--- config.mk ---
export PLATFORM = sky130hd
export DESIGN_NAME = cpcr_div
export DESIGN_NICKNAME = d
export VERILOG_FILES = /design/src/hdl/circle_pair_collision_resolve_defines.svh /design/src/hdl/cpcr_pkg.sv /design/src/hdl/cpcr_div.sv
export SDC_FILE = /design/constraint.sdc
export NUM_CORES = 2
export LEC_CHECK = 0
export BUFFER_PORTS_ARGS = -buffer_cell sky130_fd_sc_hd__buf_2
export CAP_MARGIN = 25
export CELL_PAD_IN_SITES_DETAIL_PLACEMENT = 0
export CELL_PAD_IN_SITES_GLOBAL_PLACEMENT = 1
export CORE_MARGIN = 1.5
export CORE_UTILIZATION = 56
export CTS_CLUSTER_DIAMETER = 60
export DETAILED_ROUTE_END_ITERATION = 7
export PLACE_DENSITY = 0.81
export SYNTH_ARGS = -nofsm -noshare
export SYNTH_HDL_FRONTEND = slang
export SYNTH_SLANG_ARGS = --single-unit
export TNS_END_PERCENT = 1
--- constraint.sdc ---
create_clock -name clk -period 5.29 [get_ports clk]
set_clock_uncertainty 0.2 [all_clocks]
set_input_delay 0 -clock clk [delete_from_list [all_inputs] [get_ports clk]]
set_output_delay 0 -clock clk [all_outputs]
set_load 0.01 [all_outputs]
--- src/hdl/circle_pair_collision_resolve_defines.svh ---
// Assertion macros for the circle pair collision resolver.
// Used by the top level; expects clk and rst_n in the including scope.
`ifndef CIRCLE_PAIR_COLLISION_RESOLVE_DEFINES_SVH
`define CIRCLE_PAIR_COLLISION_RESOLVE_DEFINES_SVH
`ifndef ASSERT_OFF
`define CPCR_ASSERT(lbl, prop, msg) \
    lbl: assert property (@(posedge clk) disable iff (!rst_n) prop) else $error(msg);
`define CPCR_ASSERT_NEVER(lbl, cond, msg) \
    lbl: assert property (@(posedge clk) disable iff (!rst_n) !(cond)) else $error(msg);
`else
`define CPCR_ASSERT(lbl, prop, msg)
`define CPCR_ASSERT_NEVER(lbl, cond, msg)
`endif
`endif

--- src/hdl/cpcr_pkg.sv ---
// Shared types, widths, status codes and rounding helpers for the
// circle pair collision resolver. No dependencies.
package cpcr_pkg;

    localparam int VAL_W   = 24;
    localparam int RADI_W  = 20;
    localparam int REST_W  = 17;
    localparam int DIFF_W  = 25;
    localparam int MIND_W  = 21;
    localparam int SQ_W    = 50;
    localparam int RAD_W   = 42;
    localparam int DIST_W  = 21;
    localparam int NORM_BITS = 16;
    localparam int NUM_W   = 38;
    localparam int Q_W     = 17;
    localparam int NRM_W   = 18;
    localparam int OVL_W   = 22;
    localparam int PC_W    = 40;
    localparam int PV_W    = 43;
    localparam int VN_W    = 44;
    localparam int K_W     = 18;
    localparam int PK_W    = 62;
    localparam int IMP_W   = 30;
    localparam int PI_W    = 49;
    localparam int WIDE_W  = 48;
    localparam int CX_W    = 22;
    localparam int STAT_W  = 2;

    localparam int SQRT_STAGES = 21;
    localparam int DIV_STAGES  = 17;
    localparam int X1_IDX      = 3 + SQRT_STAGES + DIV_STAGES;
    localparam int PIPE_DEPTH  = X1_IDX + 7;

    localparam logic [REST_W-1:0] REST_RESET = 17'd52429;
    localparam logic [REST_W-1:0] REST_ONE   = 17'd65536;
    localparam logic signed [NRM_W-1:0] NRM_ONE = 18'sd65536;

    localparam logic signed [WIDE_W-1:0] MAX24 = 48'sd8388607;
    localparam logic signed [WIDE_W-1:0] MIN24 = -48'sd8388608;

    localparam logic [STAT_W-1:0] ST_NONE    = 2'd0;
    localparam logic [STAT_W-1:0] ST_SEP     = 2'd1;
    localparam logic [STAT_W-1:0] ST_IMPULSE = 2'd2;
    localparam logic [STAT_W-1:0] ST_COINC   = 2'd3;

    typedef struct packed {
        logic signed [VAL_W-1:0] pos_a_x;
        logic signed [VAL_W-1:0] pos_a_y;
        logic signed [VAL_W-1:0] pos_b_x;
        logic signed [VAL_W-1:0] pos_b_y;
        logic signed [VAL_W-1:0] vel_a_x;
        logic signed [VAL_W-1:0] vel_a_y;
        logic signed [VAL_W-1:0] vel_b_x;
        logic signed [VAL_W-1:0] vel_b_y;
        logic [RADI_W-1:0]       radius_a;
        logic [RADI_W-1:0]       radius_b;
    } pair_t;

    typedef struct packed {
        logic signed [VAL_W-1:0] new_pos_a_x;
        logic signed [VAL_W-1:0] new_pos_a_y;
        logic signed [VAL_W-1:0] new_pos_b_x;
        logic signed [VAL_W-1:0] new_pos_b_y;
        logic signed [VAL_W-1:0] new_vel_a_x;
        logic signed [VAL_W-1:0] new_vel_a_y;
        logic signed [VAL_W-1:0] new_vel_b_x;
        logic signed [VAL_W-1:0] new_vel_b_y;
        logic [STAT_W-1:0]       contact_status;
    } result_t;

    // Request fields carried alongside the square root and divider
    typedef struct packed {
        pair_t              item;
        logic [MIND_W-1:0]  mind;
        logic               contact;
        logic               coinc;
        logic               sx;
        logic               sy;
        logic [DIST_W-1:0]  adx;
        logic [DIST_W-1:0]  ady;
    } side_t;

    function automatic logic signed [63:0] shr_round(input logic signed [63:0] v,
                                                     input int unsigned s);
        logic signed [63:0] half;
        half = 64'sd1 <<< (s - 1);
        if (v >= 0)
            return (v + half) >>> s;
        return -((-v + half) >>> s);
    endfunction

    function automatic logic signed [VAL_W-1:0] sat24(input logic signed [WIDE_W-1:0] v);
        if (v > MAX24)
            return MAX24[VAL_W-1:0];
        if (v < MIN24)
            return MIN24[VAL_W-1:0];
        return v[VAL_W-1:0];
    endfunction

endpackage

--- src/hdl/cpcr_div.sv ---
// Pipelined restoring divider, one quotient bit per stage; the divisor
// travels with the data. Depends on cpcr_pkg for widths and stage count.
module cpcr_div (
    input  logic                            clk,
    input  logic                            en,
    input  logic [cpcr_pkg::NUM_W-1:0]      num,
    input  logic [cpcr_pkg::DIST_W-1:0]     den,
    output logic [cpcr_pkg::Q_W-1:0]        quo,
    output logic [cpcr_pkg::DIST_W-1:0]     den_out
);

    localparam int N  = cpcr_pkg::DIV_STAGES;
    localparam int NW = cpcr_pkg::NUM_W;
    localparam int DW = cpcr_pkg::DIST_W;
    localparam int QW = cpcr_pkg::Q_W;

    logic [NW-1:0] rem_reg  [0:N-1];
    logic [QW-1:0] q_reg    [0:N-1];
    logic [DW-1:0] den_reg  [0:N-1];
    logic [NW-1:0] rem_next [0:N-1];
    logic [QW-1:0] q_next   [0:N-1];
    logic [NW-1:0] rem_in   [0:N-1];
    logic [QW-1:0] q_in     [0:N-1];
    logic [DW-1:0] den_in   [0:N-1];
    logic [NW:0]   trial    [0:N-1];

    always_comb
    begin
        for (int i = 0; i < N; i++)
        begin
            rem_in[i] = (i == 0) ? num : rem_reg[(i == 0) ? 0 : i - 1];
            q_in[i]   = (i == 0) ? '0  : q_reg[(i == 0) ? 0 : i - 1];
            den_in[i] = (i == 0) ? den : den_reg[(i == 0) ? 0 : i - 1];
            trial[i]  = {1'b0, rem_in[i]} - ((NW + 1)'(den_in[i]) << (QW - 1 - i));
            if (!trial[i][NW])
            begin
                rem_next[i] = trial[i][NW-1:0];
                q_next[i]   = {q_in[i][QW-2:0], 1'b1};
            end
            else
            begin
                rem_next[i] = rem_in[i];
                q_next[i]   = {q_in[i][QW-2:0], 1'b0};
            end
        end
    end

    always_ff @(posedge clk)
    begin
        if (en)
        begin
            for (int i = 0; i < N; i++)
            begin
                rem_reg[i] <= rem_next[i];
                q_reg[i]   <= q_next[i];
                den_reg[i] <= den_in[i];
            end
        end
    end

    assign quo     = q_reg[N-1];
    assign den_out = den_reg[N-1];

endmodule

Word-level counts from Yosys, hierarchy flattened
Memories as Yosys holds them, arrays and structs flattened.
Cells that the tools add are included.
W data, S select, Z words.
{ "word_totals": {"regBits": 0, "mem_bits_rw": 1292, "input_bits": 61, "output_inout_bits": 38, "elab_cells": 56, "mem_count": 3} }
{ "mem_list": {"columns": ["name", "words", "word_bits", "read_ports", "rd_ports_with_merged_regs", "wr", "line", "source"], "rows": [
  ["rem_reg", 17, 38, 16, 0, 17, "cpcr_div.sv:17", "logic [NW-1:0] rem_reg [0:N-1];"],
  ["den_reg", 17, 21, 17, 0, 17, "cpcr_div.sv:19", "logic [DW-1:0] den_reg [0:N-1];"],
  ["q_reg", 17, 17, 17, 0, 17, "cpcr_div.sv:18", "logic [QW-1:0] q_reg [0:N-1];"]
]} }
{ "classes": {"addsub": 17, "muxes": 36} }
{ "op_table": {"columns": ["operator", "n"], "rows": [
  ["$mux W38", 17],
  ["$sub A38 B21 Y39", 1],
  ["$sub A38 B22 Y39", 1],
  ["$sub A38 B23 Y39", 1],
  ["$sub A38 B24 Y39", 1],
  ["$sub A38 B25 Y39", 1],
  ["$sub A38 B26 Y39", 1],
  ["$sub A38 B27 Y39", 1],
  ["$sub A38 B28 Y39", 1],
  ["$sub A38 B29 Y39", 1],
  ["$sub A38 B30 Y39", 1],
  ["$sub A38 B31 Y39", 1],
  ["$sub A38 B32 Y39", 1],
  ["$sub A38 B33 Y39", 1],
  ["$sub A38 B34 Y39", 1],
  ["$sub A38 B35 Y39", 1],
  ["$sub A38 B36 Y39", 1],
  ["$sub A38 B37 Y39", 1],
  ["$mux W1", 19]
]} }

Logic depth before layout (Yosys ltp)
An unclocked memory read counts as a cell.
{ "logic_depth": {"depth_word": 3, "ltp_mapped": 16, "mapped_depth_nobuf": 15} }

Worst setup path after synthesis
No wires, ideal clock.
{ "synth_path": {"path_kind": "reg-to-reg", "from": "memory den_reg[9][0] (netlist bit)", "to": "memory rem_reg[0][417] (netlist bit) (data pin)", "setup_ps": 258, "arrival_ps": 3094, "t_required_ps": 4832, "slack_ps": 1738, "path_stages_with_launch": 13, "n_path_buf": 0, "synth_period_minus_slack_ps": 3552, "cell_sequence": "edfxtp_1 -> ha_1 -> fa_1 -> nand2b_1 -> a21oi_1 -> o21ai_0 -> a21oi_2 -> a311oi_1 -> o21bai_2 -> a31oi_1 -> or4_4 -> or4_4 -> xnor2_2"} }
{ "synth_rtl": {"columns": ["item", "line"], "rows": [
  ["start: declaration", "cpcr_div.sv:19"],
  ["end: declaration", "cpcr_div.sv:17"]
]} }

==> run metrics <==
Clock power frac 26.5%; GR Overflow Total 0; Post-Route WL 99500 um; Net Sw Frac 31.5%; initial core utilization 56.7%; cells on worst reg2reg path 15; vias per cell 5.47; Placeable Area 0.100 mm2; max reg flops 608; end of the worst register-to-register path rem_reg[0][94]; Slew HR 37.1%; Max Slew Vio Count 0; total track usage 19.6%; largest net degree at the start of global routing 153; num rows 116; status finished, final reports clean; P&R area growth vs syn 13.7%; setup TNS 0 ps; Layout Nets 5474; Clock transition at path regs 60 ps; DR iter-0 viols 1633; HPWL Detailed 71200 um; min Tclk post-route 4830 ps; RSZ-0062 raised after global routing false; Unique masters post-synth 89; R2R Setup Slk 720 ps; clock latency on the worst-skew pair 720 ps; register area share after synthesis 59.0%; detailed-route DRC error count 0; peak supply drop 0.000246 V; HP Start num[37]; layout cells sized above 1 8.60%; I/O pins 99; via count 35500; Die Ht 322 um; yosys warns 0; postcts setup bufs 0; Post-synth EDFFs 1118; CTS tree built; Mean Syn Cell Area 12.1 um2; CTS max path bufs 3; first-pass GRT wire length 165000 um; final hold slack 75.0 ps; Reg-to-Reg Start den_reg[1][0]; antenna-violating nets left 0; worst slew pin tran 944 ps; worst setup path category in -> reg; Setup crit end kind register; Lkg Pwr 25.5 nW; combinational power share 32.8%; GPL Wtd Cong 0.924; Yosys reg bits 1118; Critical Path Start Type input pin; H-tree Lvls 4; Root Buffer clkbuf_16; top_reg_cell synth edfxtp_1; average wire per standard cell 15.3 um; # port buffers 98; CTS Sinks 1118; DR pass1 iterations 4; Hold WC Path Type in -> reg; Max Freq 207 MHz; initial antenna violation count 0; Crit path arrival time 5090 ps; # placed instances 6134; fin cells 6499; fillcell total 7646; post-synthesis cell area 0.0569 mm2; chip width 322 um; post-CTS sizing 0; ANT cells 0; Hold Path Sink rem_reg[0][37]; max cap viols 0; Power Internal 0.0225 W; Pwr Total 0.0329 W; Power Density 508 mW/mm2; post-synthesis net count 5152; total clock buffers created by CTS 131; largest fanout on the critical path 19; period utilisation layout 91.3%; die area 0.104 mm2; Worst Hold Depth 4; fraction of registers with async set/reset 0%; final setup fails 0; vias in the first global route 36400; Net Switching 0.0104 W; endpoints failing hold 0; Gate Count Post-Synth 4719; Seq pwr share 40.6%; Layout Utilization 64.5%; CP required 5550 ps
power groups by stage:
stage                     Clock, W  Sequential [W]  Combinational [W]
after floorplan                  0          0.0132            0.00853
after global placement           0          0.0135             0.0105
after detailed placement         0          0.0135             0.0106
after CTS                  0.00895          0.0133             0.0108
after global routing       0.00930          0.0136             0.0122
final                      0.00872          0.0134             0.0108
through the flow:
step                cell area [um2]  worst slack (ps)
finish                        64700               458
global route                  64700              85.6
CTS                           64700               335
detailed placement            59200               729
global placement              59200               749
floorplan                     56900              1740
critical path, cell delays in order:
cell           delay, ps
dlygate4sd3_1        550
buf_2                120
dlygate4sd3_1        540
inv_1                 50
ha_1                 230
fa_1                 400
nand2b_1             160
a21boi_0             260
o21ai_0              220
a21oi_1              340
a41o_1               320
nand2_1              130
a21boi_0             310
o21ai_0              150
and2_1               230
clkbuf_16            210
mux2_2               290
dlygate4sd3_1        560
layer usage:
layer  up-vias  global-route usage, %  share of wire [%]
li1      18000                      -                  -
met1     16800                   17.9                 36
met2       543                   40.8                 58
met3       259                   2.96                2.7
met4         0                   9.33                4.0
met5         -                      0                  0
cells in the final DEF (no fill, tap or decap), drive strengths merged, types with 51 or more instances in the layout:
master	instances
a21oi	365
nor2	333
nand2	303
dlygate4sd3	130
o21ai	287
xor2	176
nand2b	83
ha	356
mux2	71
a21o	144
edfxtp	1118
buf	139
xnor2	198
nand3	51
nor3	73
o21a	58
inv	450
clkbuf	160
what timing repair did:
item / CTS / global route
hold endpoints to repair: 329 / 0
hold buffers: 130 / 0
endpoints found under the setup margin: 0 / 0
cells in the mapped netlist (all sizes together), types with 7 or more instances:
| cell type | n | area share [%] |
|---|---|---|
| o31a | 9 | 0.14 |
| nor2b | 45 | 0.49 |
| a21oi | 365 | 3.2 |
| a211o | 8 | 0.12 |
| inv | 442 | 2.9 |
| o21a | 58 | 0.76 |
| o21ai | 287 | 2.5 |
| xor2 | 176 | 2.7 |
| a211oi | 34 | 0.45 |
| ha | 356 | 7.8 |
| fa | 16 | 0.56 |
| and2 | 17 | 0.19 |
| and3 | 23 | 0.25 |
| nand2 | 303 | 2.0 |
| a31oi | 36 | 0.40 |
| edfxtp | 1118 | 59 |
| a221oi | 7 | 0.11 |
| or2 | 18 | 0.20 |
| or3 | 40 | 0.44 |
| clkbuf | 62 | 0.41 |
| a21o | 144 | 1.9 |
| xnor2 | 198 | 3.1 |
| a2111oi | 11 | 0.18 |
| buf | 19 | 0.15 |
| o21bai | 28 | 0.38 |
| nand3b | 11 | 0.15 |
| a21boi | 17 | 0.22 |
| nor2 | 333 | 2.2 |
| o211a | 7 | 0.12 |
| o211ai | 15 | 0.20 |
| nand4 | 37 | 0.41 |
| nand2b | 83 | 0.91 |
| or4 | 22 | 0.31 |
| nand3 | 51 | 0.45 |
| nor4 | 41 | 0.46 |
| nor3 | 73 | 0.64 |
| o2111ai | 8 | 0.12 |
| mux2 | 71 | 1.4 |
| o22ai | 8 | 0.088 |
| o31ai | 28 | 0.38 |
cell type report:
class                   instances  area [um2]  area share, %
clock buffers                 159        3450           5.32
clock inverters                75         766           1.18
inverters                     443        1660           2.57
multi-input cells            3077       21400           33.1
flip-flops and latches       1118       33600           51.9
well taps                    1357        1700           2.62
repair buffers                270        2180           3.37
cells by family after synthesis:
group                    synth area share (%)
buffers and inverters                    3.48
XOR/XNOR                                 5.77
flip-flops                               59.0
AND/OR/NAND/NOR                          9.67
multiplexers                             1.51
AO/OA/AOI/OAI                            12.2
adder cells (fa/ha/maj)                  8.39
worst max path at each step:
stage               cells after the start  slack [ps]      startpoint         endpoint
global placement                       15         750  rem_reg[0][52]   rem_reg[0][98]
CTS                                    17         340         num[16]   rem_reg[0][21]
global route                           18          90         num[16]   rem_reg[0][18]
finish                                 18         460         num[16]   rem_reg[0][18]
detailed placement                     14         730   den_reg[1][0]   rem_reg[0][94]
floorplan                              12        1740   den_reg[9][0]  rem_reg[0][417]
No activity file was read; power rests on OpenSTA's default activity.
