## config.mk

```make
export PLATFORM = sky130hd
export DESIGN_NAME = cpcr_sqrt
export DESIGN_NICKNAME = d
export VERILOG_FILES = /design/src/hdl/circle_pair_collision_resolve_defines.svh /design/src/hdl/cpcr_pkg.sv /design/src/hdl/cpcr_sqrt.sv
export SDC_FILE = /design/constraint.sdc
export NUM_CORES = 1
export LEC_CHECK = 0
export BUFFER_PORTS_ARGS = -buffer_cell sky130_fd_sc_hd__clkbuf_2
export CORE_MARGIN = 4
export CORE_UTILIZATION = 53
export CTS_CLUSTER_DIAMETER = 40
export DETAILED_ROUTE_END_ITERATION = 7
export GPL_ROUTABILITY_DRIVEN = 0
export GPL_TIMING_DRIVEN = 0
export PLACE_DENSITY = 0.69
export SLEW_MARGIN = 20
export SYNTH_ARGS = -nofsm -noshare
export SYNTH_HDL_FRONTEND = slang
export SYNTH_SLANG_ARGS = --single-unit
```

## constraint.sdc

```tcl
create_clock -name clk -period 3.5 [get_ports clk]
set_input_delay 0.35 -clock clk [delete_from_list [all_inputs] [get_ports clk]]
set_output_delay 0.35 -clock clk [all_outputs]
set_load 0.03 [all_outputs]
```

## src/hdl/circle_pair_collision_resolve_defines.svh

```systemverilog
// Assertion macros for the circle pair collision resolver.
// Used by the top level; expects clk and rst_n in the including scope.
`ifndef CIRCLE_PAIR_COLLISION_RESOLVE_DEFINES_SVH
`define CIRCLE_PAIR_COLLISION_RESOLVE_DEFINES_SVH
`ifndef ASSERT_OFF
`define CPCR_ASSERT(lbl, prop, msg) \
    lbl: assert property (@(posedge clk) disable iff (!rst_n) prop) else $error(msg);
`define CPCR_ASSERT_NEVER(lbl, cond, msg) \
    lbl: assert property (@(posedge clk) disable iff (!rst_n) !(cond)) else $error(msg);
`else
`define CPCR_ASSERT(lbl, prop, msg)
`define CPCR_ASSERT_NEVER(lbl, cond, msg)
`endif
`endif

```

## src/hdl/cpcr_pkg.sv

```systemverilog
// Shared types, widths, status codes and rounding helpers for the
// circle pair collision resolver. No dependencies.
package cpcr_pkg;

    localparam int VAL_W   = 24;
    localparam int RADI_W  = 20;
    localparam int REST_W  = 17;
    localparam int DIFF_W  = 25;
    localparam int MIND_W  = 21;
    localparam int SQ_W    = 50;
    localparam int RAD_W   = 42;
    localparam int DIST_W  = 21;
    localparam int NORM_BITS = 16;
    localparam int NUM_W   = 38;
    localparam int Q_W     = 17;
    localparam int NRM_W   = 18;
    localparam int OVL_W   = 22;
    localparam int PC_W    = 40;
    localparam int PV_W    = 43;
    localparam int VN_W    = 44;
    localparam int K_W     = 18;
    localparam int PK_W    = 62;
    localparam int IMP_W   = 30;
    localparam int PI_W    = 49;
    localparam int WIDE_W  = 48;
    localparam int CX_W    = 22;
    localparam int STAT_W  = 2;

    localparam int SQRT_STAGES = 21;
    localparam int DIV_STAGES  = 17;
    localparam int X1_IDX      = 3 + SQRT_STAGES + DIV_STAGES;
    localparam int PIPE_DEPTH  = X1_IDX + 7;

    localparam logic [REST_W-1:0] REST_RESET = 17'd52429;
    localparam logic [REST_W-1:0] REST_ONE   = 17'd65536;
    localparam logic signed [NRM_W-1:0] NRM_ONE = 18'sd65536;

    localparam logic signed [WIDE_W-1:0] MAX24 = 48'sd8388607;
    localparam logic signed [WIDE_W-1:0] MIN24 = -48'sd8388608;

    localparam logic [STAT_W-1:0] ST_NONE    = 2'd0;
    localparam logic [STAT_W-1:0] ST_SEP     = 2'd1;
    localparam logic [STAT_W-1:0] ST_IMPULSE = 2'd2;
    localparam logic [STAT_W-1:0] ST_COINC   = 2'd3;

    typedef struct packed {
        logic signed [VAL_W-1:0] pos_a_x;
        logic signed [VAL_W-1:0] pos_a_y;
        logic signed [VAL_W-1:0] pos_b_x;
        logic signed [VAL_W-1:0] pos_b_y;
        logic signed [VAL_W-1:0] vel_a_x;
        logic signed [VAL_W-1:0] vel_a_y;
        logic signed [VAL_W-1:0] vel_b_x;
        logic signed [VAL_W-1:0] vel_b_y;
        logic [RADI_W-1:0]       radius_a;
        logic [RADI_W-1:0]       radius_b;
    } pair_t;

    typedef struct packed {
        logic signed [VAL_W-1:0] new_pos_a_x;
        logic signed [VAL_W-1:0] new_pos_a_y;
        logic signed [VAL_W-1:0] new_pos_b_x;
        logic signed [VAL_W-1:0] new_pos_b_y;
        logic signed [VAL_W-1:0] new_vel_a_x;
        logic signed [VAL_W-1:0] new_vel_a_y;
        logic signed [VAL_W-1:0] new_vel_b_x;
        logic signed [VAL_W-1:0] new_vel_b_y;
        logic [STAT_W-1:0]       contact_status;
    } result_t;

    // Request fields carried alongside the square root and divider
    typedef struct packed {
        pair_t              item;
        logic [MIND_W-1:0]  mind;
        logic               contact;
        logic               coinc;
        logic               sx;
        logic               sy;
        logic [DIST_W-1:0]  adx;
        logic [DIST_W-1:0]  ady;
    } side_t;

    function automatic logic signed [63:0] shr_round(input logic signed [63:0] v,
                                                     input int unsigned s);
        logic signed [63:0] half;
        half = 64'sd1 <<< (s - 1);
        if (v >= 0)
            return (v + half) >>> s;
        return -((-v + half) >>> s);
    endfunction

    function automatic logic signed [VAL_W-1:0] sat24(input logic signed [WIDE_W-1:0] v);
        if (v > MAX24)
            return MAX24[VAL_W-1:0];
        if (v < MIN24)
            return MIN24[VAL_W-1:0];
        return v[VAL_W-1:0];
    endfunction

endpackage

```

## src/hdl/cpcr_sqrt.sv

```systemverilog
// Pipelined integer square root, one result bit per stage.
// Depends on cpcr_pkg for widths and stage count.
module cpcr_sqrt (
    input  logic                            clk,
    input  logic                            en,
    input  logic [cpcr_pkg::RAD_W-1:0]      rad,
    output logic [cpcr_pkg::DIST_W-1:0]     root
);

    localparam int N = cpcr_pkg::SQRT_STAGES;
    localparam int W = cpcr_pkg::RAD_W;

    logic [W-1:0] rem_reg  [0:N-1];
    logic [W-1:0] res_reg  [0:N-1];
    logic [W-1:0] rem_next [0:N-1];
    logic [W-1:0] res_next [0:N-1];
    logic [W-1:0] rem_in   [0:N-1];
    logic [W-1:0] res_in   [0:N-1];
    logic [W-1:0] bitv     [0:N-1];
    logic [W-1:0] trial    [0:N-1];

    always_comb
    begin
        for (int i = 0; i < N; i++)
        begin
            rem_in[i] = (i == 0) ? rad : rem_reg[(i == 0) ? 0 : i - 1];
            res_in[i] = (i == 0) ? '0  : res_reg[(i == 0) ? 0 : i - 1];
            bitv[i]   = W'(1) << (W - 2 - 2 * i);
            trial[i]  = res_in[i] + bitv[i];
            if (rem_in[i] >= trial[i])
            begin
                rem_next[i] = rem_in[i] - trial[i];
                res_next[i] = (res_in[i] >> 1) + bitv[i];
            end
            else
            begin
                rem_next[i] = rem_in[i];
                res_next[i] = res_in[i] >> 1;
            end
        end
    end

    always_ff @(posedge clk)
    begin
        if (en)
        begin
            for (int i = 0; i < N; i++)
            begin
                rem_reg[i] <= rem_next[i];
                res_reg[i] <= res_next[i];
            end
        end
    end

    assign root = res_reg[N-1][cpcr_pkg::DIST_W-1:0];

endmodule

```

# Word-level counts from Yosys, hierarchy flattened

Memory sizes are Yosys's and may differ from the RTL's.
Index checks and enable logic that the tools add are counted.

Add/sub/neg operators: 61
Order comparisons: 21
Multiplexer cells: 44

Operators with widths:

| cell                                           | count |
|---|---|
| two-way mux 42 bit                             | 41 |
| >= comparator 42 bit                           | 20 |
| subtractor 42 bit                              | 20 |
| adder 41 x 1 -> 42 bit, second input constant  | 1 |
| adder 41 x 11 -> 42 bit, second input constant | 1 |
| adder 41 x 13 -> 42 bit, second input constant | 1 |
| adder 41 x 15 -> 42 bit, second input constant | 1 |
| adder 41 x 17 -> 42 bit, second input constant | 1 |
| adder 41 x 19 -> 42 bit, second input constant | 1 |
| adder 41 x 21 -> 42 bit, second input constant | 1 |
| adder 41 x 23 -> 42 bit, second input constant | 1 |
| adder 41 x 25 -> 42 bit, second input constant | 1 |
| adder 41 x 27 -> 42 bit, second input constant | 1 |
| adder 41 x 29 -> 42 bit, second input constant | 1 |
| adder 41 x 3 -> 42 bit, second input constant  | 1 |
| adder 41 x 31 -> 42 bit, second input constant | 1 |
| adder 41 x 33 -> 42 bit, second input constant | 1 |
| adder 41 x 35 -> 42 bit, second input constant | 1 |
| adder 41 x 37 -> 42 bit, second input constant | 1 |
| adder 41 x 39 -> 42 bit, second input constant | 1 |
| adder 41 x 5 -> 42 bit, second input constant  | 1 |
| adder 41 x 7 -> 42 bit, second input constant  | 1 |
| adder 41 x 9 -> 42 bit, second input constant  | 1 |
| adder 42 x 1 -> 42 bit, second input constant  | 1 |
| 23 further kinds                               | 24 |

Bits in registers: 0
Bits in writable memories: 1764
Bits of input ports: 44
Output and inout port bits: 21
Word-level logic and storage cells: 128
Memories kept: 2

Memory list:

| memory  | depth | width | rd ports | clocked after Yosys merged registers in | write ports | line            | source |
|---|---|---|---|---|---|---|---|
| rem_reg | 21    | 42    | 20       | 0                                       | 21          | cpcr_sqrt.sv:13 | `logic [W-1:0] rem_reg [0:N-1];` |
| res_reg | 21    | 42    | 21       | 0                                       | 21          | cpcr_sqrt.sv:14 | `logic [W-1:0] res_reg [0:N-1];` |

# Depth between registers and ports, before layout

An unclocked memory read counts as a cell.

Depth after elaboration: 4
Mapped depth: 13
Depth with buffers taken out: 13

# Worst setup path after synthesis

No wires, ideal clock.

Path kind: reg2reg
Start point: memory rem_reg[3][136] (netlist name)
End point: memory rem_reg[4][31] (netlist name) (data pin)
Setup time: 258 ps
Arrival: 2938 ps
Required time: 3242 ps
Setup slack: 305 ps
Stages on the path, launching flop included: 11
Clock period less this slack: 3195 ps
Cells stage by stage: edfxtp_1 > ha_1 > o21a_1 > o211ai_1 > a31oi_1 > o41ai_1 > a21oi_1 > a21oi_1 > o221ai_1 > or4b_2 > xnor2_1

RTL lines:

| element     | line |
|---|---|
| from (decl) | cpcr_sqrt.sv:13 |

==> out/metrics.sh <==
ACHIEVABLE-FREQUENCY_MHz=294
POST_SYNTHESIS_SEQUENTIAL_ELEMENT_COUNT=1071
FINAL_CELL_MIX='sky130_fd_sc_hd__edfxtp_1 (1071), sky130_fd_sc_hd__inv_1 (305), sky130_fd_sc_hd__nand2_1 (285)'
FLOORPLAN.DIE.HEIGHT_MICRONS=316
FINAL_PERIOD_MINUS_WORST_SETUP_SLACK_NS=3.41
MAX_CAP_VIOL_COUNT=0
AREA_LEADER_NETLIST='sky130_fd_sc_hd__edfxtp_1'
CRIT-REG2REG-CAPTURE='rem_reg[3][125]$_DFFE_PP_'
FIRST_GLOBAL_VIAS=31000
SYNTHTOPCELLSBYAREA='sky130_fd_sc_hd__edfxtp_1 (64%), sky130_fd_sc_hd__ha_1 (6.2%), sky130_fd_sc_hd__xnor2_1 (3.2%), sky130_fd_sc_hd__xor2_1 (3.0%), sky130_fd_sc_hd__inv_1 (2.3%)'
PROPORTION_OF_SYNTHESIZED_CHIP_AREA_IN_SEQUENTIAL_CELLS_PCT=64.2
SYNTH_AREA_IN_ADDERS_PCT=6.19
TIMING.HOLD.WORST.CLASS='in2reg'
CLKLATENCYLATEPIN_NS=0.73
PATH_CLASS='reg2reg'
LAYOUT.CELLS.MOST_COMMON='sky130_fd_sc_hd__edfxtp_1'
GLOBALROUTE.TOTALOVERFLOW=0
CTS_BUFFERS=141
TIMING.RR.START='rem_reg[3][56]$_DFFE_PP_'
SYNTH_AREA_SQ_UM=50100
FINAL.SETUP.WORST_SLACK_NS=0.0938
POST-ROUTE-PERIOD-UTIL_PCT=97.3
IO_PINS=65
HOLDPATHSTAGES=1
FINAL.SETUP_SKEW_NS=0.0287
COMBINED_AREA_OF_THE_MULTI_INPUT_LOGIC_CELLS_SQ_UM=17100
SYNTH_CELL_TYPE_COUNT=79
DESIGN.FINAL.NETS=4444
SYN-NUM-NETS=4169
END_KIND='flip-flop'
TIMING.CRITICAL_PATH.ARRIVAL_NS=3.85
CLOCK_ROOT_CELL='sky130_fd_sc_hd__clkbuf_16'
REG2REGPATHDEPTH=11
N_ANTENNA_CELL=0
STARTPOINT_TYPE='flip-flop'
DRT_PASS1_ITERATIONS=8
GRT_MAX_DEGREE=104
POWER.STATIC_LEAKAGE_nW=21.9
DRCVIOLATIONCOUNT=0
DIE_WIDTH_MICRONS=316
ROUTE.VIAS.TOTAL=30400
CP_DATA_REQUIRED_TIME_NS=3.94
TIMING_MAX_TRANSITION_VIOLATIONS_FINAL=0
GRT_FIRST_PASS_WIRELENGTH_MM=158
COREAREA_SQ_UM=93600
FLOORPLAN.DIE_AREA_SQ_UM=99600
SYNTH_TOP_FAMILY_BY_AREA='simple AND/OR/NAND/NOR gates'
SETUP_VIOL=0
SEQ_AREA_SQ_UM=32200
FF2FF_SETUP_SLACK_NS=0.09
DRT.ANTENNA.VIOLATING_NETS=0
TIMING.FINAL.HOLD_VIOLATIONS=0
SYNTH_FF_TYPE='sky130_fd_sc_hd__edfxtp_1'
UTILIZATION_PCT=62.1
FILLERS=7013
PORT_BUFFERS=64
TIMING.HOLD.WORST.START='en'
INITIALDRTVIOLATIONCOUNT=1881
SYNTH.AREA.MUX_SHARE_PCT=0.584
AVGSYNTHCELLAREA_SQ_UM=12.9
HOLD_SLACK_NS=0.242
POST_SYNTHESIS_SIMPLE_GATE_AREA_FRACTION_PCT=11.6
CRIT_FANOUT=6
SYNTH_TOP_AREA_SHARE_PCT=64.2
ANTENNA_VIOLATIONS_BEFORE_REPAIR=0
POWER_DENSITY_nW_PER_UM2=645
HOLD-PATH-ENDPOINT='res_reg[1][73]$_DFFE_PP_'
WORST_CASE_SETUP_SLACK_AFTER_PLACEMENT_NS=-0.914
CRIT_START='rem_reg[3][56]$_DFFE_PP_'
DESIGN_POWER_TOTAL_mW=37.5
VDD_IR_DROP_MAX_mV=0.456
CTS-ROOT-TO-SINK-BUFFERS=3
MAX_SLEW_MARGIN_PCT=42.8
ROUTED_WIRELENGTH_MM=99.7
SYN_TO_FINAL_GROWTH_PCT=16.0
WIRE_PER_INST_MICRONS=18.1
LARGEST_REGISTER_FF_COUNT=840
CLKSINKCOUNT=1071
STATUS='finished clean'
POST_ROUTE_CELLS_DRIVE_ABOVE_1_SHARE_PCT=10.7
YOSYSWARNINGS=0
NETLIST_INSTANCES=3877
YS_ASYNC_SR_FRACTION_PCT=0
POST_DRT_VIA_CELL_RATIO=5.52
GRT_USE_TOTAL_PCT=20.1
DP_HPWL_MM=72.2
SYNTH_EDF_COUNT=1071
TIMING_WORST_SLEW_PIN_VALUE_NS=0.836
CLKSLEWWORSTSETUPHOLDPATHS_NS=0.05
POST_SYNTH_XOR_AREA_FRACTION_PCT=6.11
FLOORPLAN.ROWS=112
CTSHTREEMAXLEVEL=4
SYNTH-COMPOUND-AREA-SHARE_PCT=8.60
TRITONCTS='done'
STARTING_DENSITY_PCT=53.6
[synthesized netlist by cell type, types with 42 or more instances]
library cell,number
sky130_fd_sc_hd__edfxtp_1,1071
sky130_fd_sc_hd__inv_1,305
sky130_fd_sc_hd__nand2_1,285
sky130_fd_sc_hd__ha_1,248
sky130_fd_sc_hd__nor2_1,220
sky130_fd_sc_hd__o21ai_0,212
sky130_fd_sc_hd__a21oi_1,187
sky130_fd_sc_hd__xnor2_1,181
sky130_fd_sc_hd__xor2_1,169
sky130_fd_sc_hd__nor4_1,128
sky130_fd_sc_hd__nor3_1,106
sky130_fd_sc_hd__a21o_1,84
sky130_fd_sc_hd__nand2b_1,52
sky130_fd_sc_hd__nand3_1,51
sky130_fd_sc_hd__o21a_1,50
sky130_fd_sc_hd__clkbuf_1,46
sky130_fd_sc_hd__nand4_1,46
sky130_fd_sc_hd__nor2b_1,42
[layer usage]
| layer | GRT usage (%) | share of wire [%] |
|---|---|---|
| met1 | 21.4 | 38 |
| met2 | 38.8 | 55 |
| met3 | 3.17 | 3.7 |
| met4 | 9.42 | 4.2 |
| met5 | 0 | 0 |
[worst max path at each step]
| stage | slack, ns | endpoint | cells past startpoint |
|---|---|---|---|
| 6_report | 0.09 | rem_reg[3][125]$_DFFE_PP_ | 11 |
| 4_1_cts | 0.003 | rem_reg[2][36]$_DFFE_PP_ | 8 |
| 3_5_place_dp | -0.91 | rem_reg[4][65]$_DFFE_PP_ | 10 |
| 3_3_place_gp | -15.71 | res_reg[2][169]$_DFFE_PP_ | 1 |
| 2_1_floorplan | 0.30 | rem_reg[4][31]$_DFFE_PP_ | 10 |
| 5_1_grt | -0.04 | rem_reg[4][115]$_DFFE_PP_ | 11 |
[repair_timing]
action                     4_1_cts  5_1_grt
pin swaps                        5       18
hold buffers                    43        0
resized for setup               43       59
buffers inserted                 8       11
setup endpoints to repair      193      166
hold endpoints to repair        43        0
[layout make-up]
cell class | count | area share [%]
tap | 1254 | 2.70
clock inverter | 94 | 1.88
timing repair buffer | 137 | 2.07
clock buffer | 160 | 6.34
inverter | 306 | 1.98
buffer | 53 | 0.407
multi-input combinational | 2442 | 29.3
sequential | 1071 | 55.3
[report_power, final]
group	leakage (nW)	switching [mW]	total [mW]	internal, mW
Clock	2.29	5.41	14.4	8.98
Combinational	9.38	3.29	5.86	2.56
Sequential	10.3	1.15	17.3	16.1
Total	21.9	9.86	37.5	27.7
[cell families after synthesis]
family	after synthesis
AOI/OAI and AO/OA	694
xor gates and xnor gates	350
adders and majority gates	248
buffers and inverters	364
DFF	1071
muxes	27
and+or+nand+nor	1123
[stage by stage]
| stage | cells | instance area (sq um) | setup TNS (ns) |
|---|---|---|---|
| after CTS | 5509 | 57800 | 0 |
| after detailed placement | 5206 | 52400 | -63.34 |
| after global routing | 5517 | 58200 | -0.0915 |
| after floorplan | 3877 | 50100 | 0 |
| final | 5517 | 58200 | 0 |
| after global placement | 5195 | 52000 | - |
[critical path, cell delays in order, from the launching register on]
cell and delay (ns):
sky130_fd_sc_hd__edfxtp_1 0.41, sky130_fd_sc_hd__ha_1 0.37, sky130_fd_sc_hd__o21a_1 0.13, sky130_fd_sc_hd__o21ai_0 0.31
sky130_fd_sc_hd__a31oi_1 0.30, sky130_fd_sc_hd__a21bo_2 0.29, sky130_fd_sc_hd__a21oi_1 0.27, sky130_fd_sc_hd__nor3_1 0.13
sky130_fd_sc_hd__or3_1 0.37, sky130_fd_sc_hd__clkbuf_1 0.19, sky130_fd_sc_hd__nor4_1 0.25, sky130_fd_sc_hd__xor2_1 0.12
No activity file was read; power rests on OpenSTA's default activity.
